[src/design/rse_ram.sv]
// Generic RAM: one write port, two registered read ports.
module rse_ram #(
   parameter int WIDTH = 64,
   parameter int DEPTH = 32
) (
   input  logic                     clock,
   input  logic                     wr_en,
   input  logic [$clog2(DEPTH)-1:0] wr_addr,
   input  logic [WIDTH-1:0]         wr_data,
   input  logic [$clog2(DEPTH)-1:0] rd_addr_a,
   output logic [WIDTH-1:0]         rd_data_a,
   input  logic [$clog2(DEPTH)-1:0] rd_addr_b,
   output logic [WIDTH-1:0]         rd_data_b
);

   logic [WIDTH-1:0] mem [DEPTH];

   always_ff @(posedge clock) begin
      if (wr_en) begin
         mem[wr_addr] <= wr_data;
      end
      rd_data_a <= mem[rd_addr_a];
      rd_data_b <= mem[rd_addr_b];
   end

endmodule

[config.mk]
export PLATFORM = sky130hd
export DESIGN_NAME = rse_ram
export DESIGN_NICKNAME = d
export VERILOG_FILES = /design/src/design/rse_ram.sv
export SDC_FILE = /design/constraint.sdc
export NUM_CORES = 2
export LEC_CHECK = 0
export BUFFER_PORTS_ARGS = -buffer_cell sky130_fd_sc_hd__buf_4
export CAP_MARGIN = 30
export CORE_MARGIN = 5
export CORE_UTILIZATION = 57
export CTS_BUF_LIST = sky130_fd_sc_hd__clkbuf_16
export CTS_CLUSTER_DIAMETER = 80
export DETAILED_ROUTE_END_ITERATION = 16
export PLACE_DENSITY = 0.76
export SKIP_LAST_GASP = 1
export SLEW_MARGIN = 10
export SYNTH_ARGS = -nofsm -noshare
export SYNTH_HDL_FRONTEND = slang
export SYNTH_SLANG_ARGS = --single-unit
[constraint.sdc]
create_clock -name clock -period 4.1 [get_ports clock]
set_input_delay 0.205 -clock clock [delete_from_list [all_inputs] [get_ports clock]]
set_output_delay 0.205 -clock clock [all_outputs]
set_load 0.02 [all_outputs]
Word level (Yosys, flattened, before mapping)
Memory sizes are Yosys's and may differ from the RTL's. A register that Yosys moved wholly into a read port is not among the register bits.
Index checks and enable logic that the tools add are counted.
{"block": "word_totals", "register_bits": 0, "ramBits": 2048, "in_bits": 81, "elab_cells": 3, "mem_count": 1}
{"memory": "mem", "depth": 32, "word_bits": 64, "read_ports": 2, "rd_clocked_by_memory_dff": 2, "wr": 1, "line": "16", "source": "logic [WIDTH-1:0] mem [DEPTH];"}
{"block": "classes", "n_mux": 2}
{"op": "$mux W1", "n": 2}

Depth between registers and ports, before layout
{"block": "logic_depth", "word_depth": 2, "ltp_mapped": 9}

Worst setup path before layout
No wires, ideal clock.
{"block": "synth_path", "kind": "input to register", "start": "input port wr_addr[1]", "end": "memory mem[12][0], enable pin", "arrival_ps": 3541, "slack_ps": 73, "stages": 3, "n_path_buf": 1, "path_cell_list": "or3b_2 -> clkbuf_1 -> nor2_1"}
{"element": "start, declared", "line": "8", "source": "input logic [$clog2(DEPTH)-1:0] wr_addr,"}
{"element": "end, declared", "line": "16"}
Straight into the memory's write port.

==> flow_summary.ini <==
[sta]
setup_slack_ns = 1.587
drv_slew = 0
setup_violations = 0
timing.final.hold_violations = 0
fin_worst_skew_ns = 0.03309
finalCriticalPeriod_ns = 2.513
post-route-period-util = 0.6129
tns_ns = 0
holdWs_ns = 0.08674
clock.fmax_ghz = 0.3979
relSlewSlack = 0.2899
rsz0062_at_grt = false
tightest_slew_ns = 1.065

[drt]
remaining_drc_errors = 0
vias = 53316
vias_per_cell = 7.392
wl_per_cell_um = 38.57
wl_um = 278200
dr.pass1.iters = 5
initialDrtViolationCount = 8459
antenna_left = 0

[yosys]
avgSynthCellArea_sq_um = 21.77
syn_inst = 4441
synth-seq-cells = 2176
seq_area_frac_synth = 0.6627
syn-num-nets = 4522
synth_area_sq_um = 96660
synth_top_area_share = 0.6362
yosysTopAreaCell = edfxtp_1
ys_types = 39
ys_async_sr_fraction = 0
yosysWarnings = 0
synthFlopType = edfxtp_1
synth-edff-count = 2048
synthTopCellsByArea = edfxtp_1, mux4_2, mux2i_1

[cts]
cts-htree-levels = 4
cts_resized = 0
clk-insertion-delay-late_ns = 0.86
cts-root-buf = clkbuf_16
cts_tree = built
post_cts_buffers = 0
cts_buffers = 214
cts_sinks = 2176
clk_pin_slew_ns = 0.07
clk_path_buf_depth = 3
cts_hold_buf = 68

[critical_path]
crit_path_start_kind = input port
required_ns = 4.76
crit_arrival_ns = 3.18
crit_fanout = 57
r2r_slack_ns = 2.27
cp-end-kind = flop
critical_path_class = in2reg

[power]
p_total_mw = 48.70
ir_worst_vdd_mv = 0.4562
leakagePower_nw = 35.73
power_density_nw_per_um2 = 443.1

[job]
drv_cap = 0

[global_route]
grt_overflow = 0
track_usage = 0.3134
grt_pass1_vias = 54342
grt_max_degree = 87
grt_antenna_before_repair = 13
grt_pass1_wl_um = 397800

[floorplan]
initial_core_util = 0.5716
dieArea_sq_um = 177900
die_h_um = 421.8
ios = 209
core.rowCount = 151
fp.dieW_um = 421.8
coreArea_sq_um = 169100

[placed_design]
hpwlAfterDp_um = 152900
dp_slack_ns = 1.268
place_inst = 6732
gp_congestion = 0.8075
io_buffer_count = 208

[finish]
area_growth_pct = 13.71
drive_gt1_frac = 0.3777
finalNetCount = 4879
fillCellCount = 10685
instances_no_fill = 7213

[status]
outcome = completed

[min_path]
min_path_type = in2reg
cells in the mapped netlist, types with 19 or more instances:
cell         n
a221oi_1    93
a22o_1      33
a32o_1      38
buf_1       41
buf_2      129
buf_4       75
clkbuf_1    92
dfxtp_1    128
edfxtp_1  2048
mux2_2      56
mux2i_1    362
mux4_2    1039
nand2_1     87
nor2_1      46
nor2b_1     19
o21a_1      22
o22ai_1     38
layout by cell type (no fill, tap or decap), drive strengths merged, types with 33 or more instances in the layout:
| master | synthesis | layout |
|---|---|---|
| inv | 0 | 58 |
| nand2 | 87 | 87 |
| mux4 | 1039 | 1039 |
| mux2i | 362 | 362 |
| dfxtp | 128 | 128 |
| buf | 255 | 419 |
| clkinv | 1 | 90 |
| nor2 | 46 | 46 |
| edfxtp | 2048 | 2048 |
| a221oi | 93 | 93 |
| mux2 | 56 | 56 |
| a32o | 38 | 38 |
| o22ai | 38 | 38 |
| a22o | 33 | 33 |
| dlygate4sd3 | 0 | 68 |
| clkbuf | 92 | 217 |
metal layers:
layer  part of all wire  up-vias  global-route usage
met2               0.48     4209              0.4968
met1               0.35    28054              0.4340
li1                   -    20322                   -
met3               0.13      721             0.06605
met5            0.00025        -                   0
met4              0.047       10              0.1256
layout make-up:
class | count | area (sq um) | area share
sequential | 2176 | 64060 | 0.5829
multi-input combinational | 1917 | 31100 | 0.2829
clock buffer | 216 | 5405 | 0.04918
timing repair buffer | 488 | 4915 | 0.04472
tap | 2218 | 2775 | 0.02525
clock inverter | 188 | 1622 | 0.01475
antenna | 9 | 22.52 | 0.0002049
inverter | 1 | 11.26 | 0.0001025
power breakdown:
part	internal (mW)	leakage, nW	total [mW]	switching, mW
combinational	1.88	12.6	4.19	2.31
sequential	24.7	19.5	25.0	0.258
clock	11.0	3.58	19.5	8.54
worst paths after layout:
check,from,end,cells past startpoint
worst max-delay path,rd_addr_b[3],rd_data_b[14],7
worst min-delay path,rd_addr_b[2],rd_data_b[6],3
worst max register to register,mem[26][27],rd_data_a[27],4
worst min register to register,mem[4][15],rd_data_a[15],4
worst max-delay path, cell delays in order:
cell           delay [ns]
dlygate4sd3_1        0.54
buf_4                0.28
inv_8                0.58
buf_4                0.58
nand2_1              0.11
a32o_1               0.29
a221oi_1             0.47
flip-flops by register name, summed over array words and instances (netlist names):
register and cells:
mem 2048, rd_data_b 64, rd_data_a 64
metrics by stage:
step / util / area (sq um)
floorplan: - / 96660
global placement: 0.6039 / 102100
detailed placement: 0.6043 / 102200
CTS: 0.6499 / 109900
global route: 0.6499 / 109900
finish: 0.6500 / 109900
kinds of logic (layout without fill, tap and decap cells):
logic type / count (synthesis) / in the layout / synth area share
flops: 2176 / 2176 / 0.6627
mux: 1457 / 1457 / 0.2861
buf+inv: 348 / 893 / 0.01887
compound gates: 276 / 276 / 0.02371
simple gates: 184 / 184 / 0.008569
other cells: 0 / 9 / 0
No activity file was read; power rests on OpenSTA's default activity.
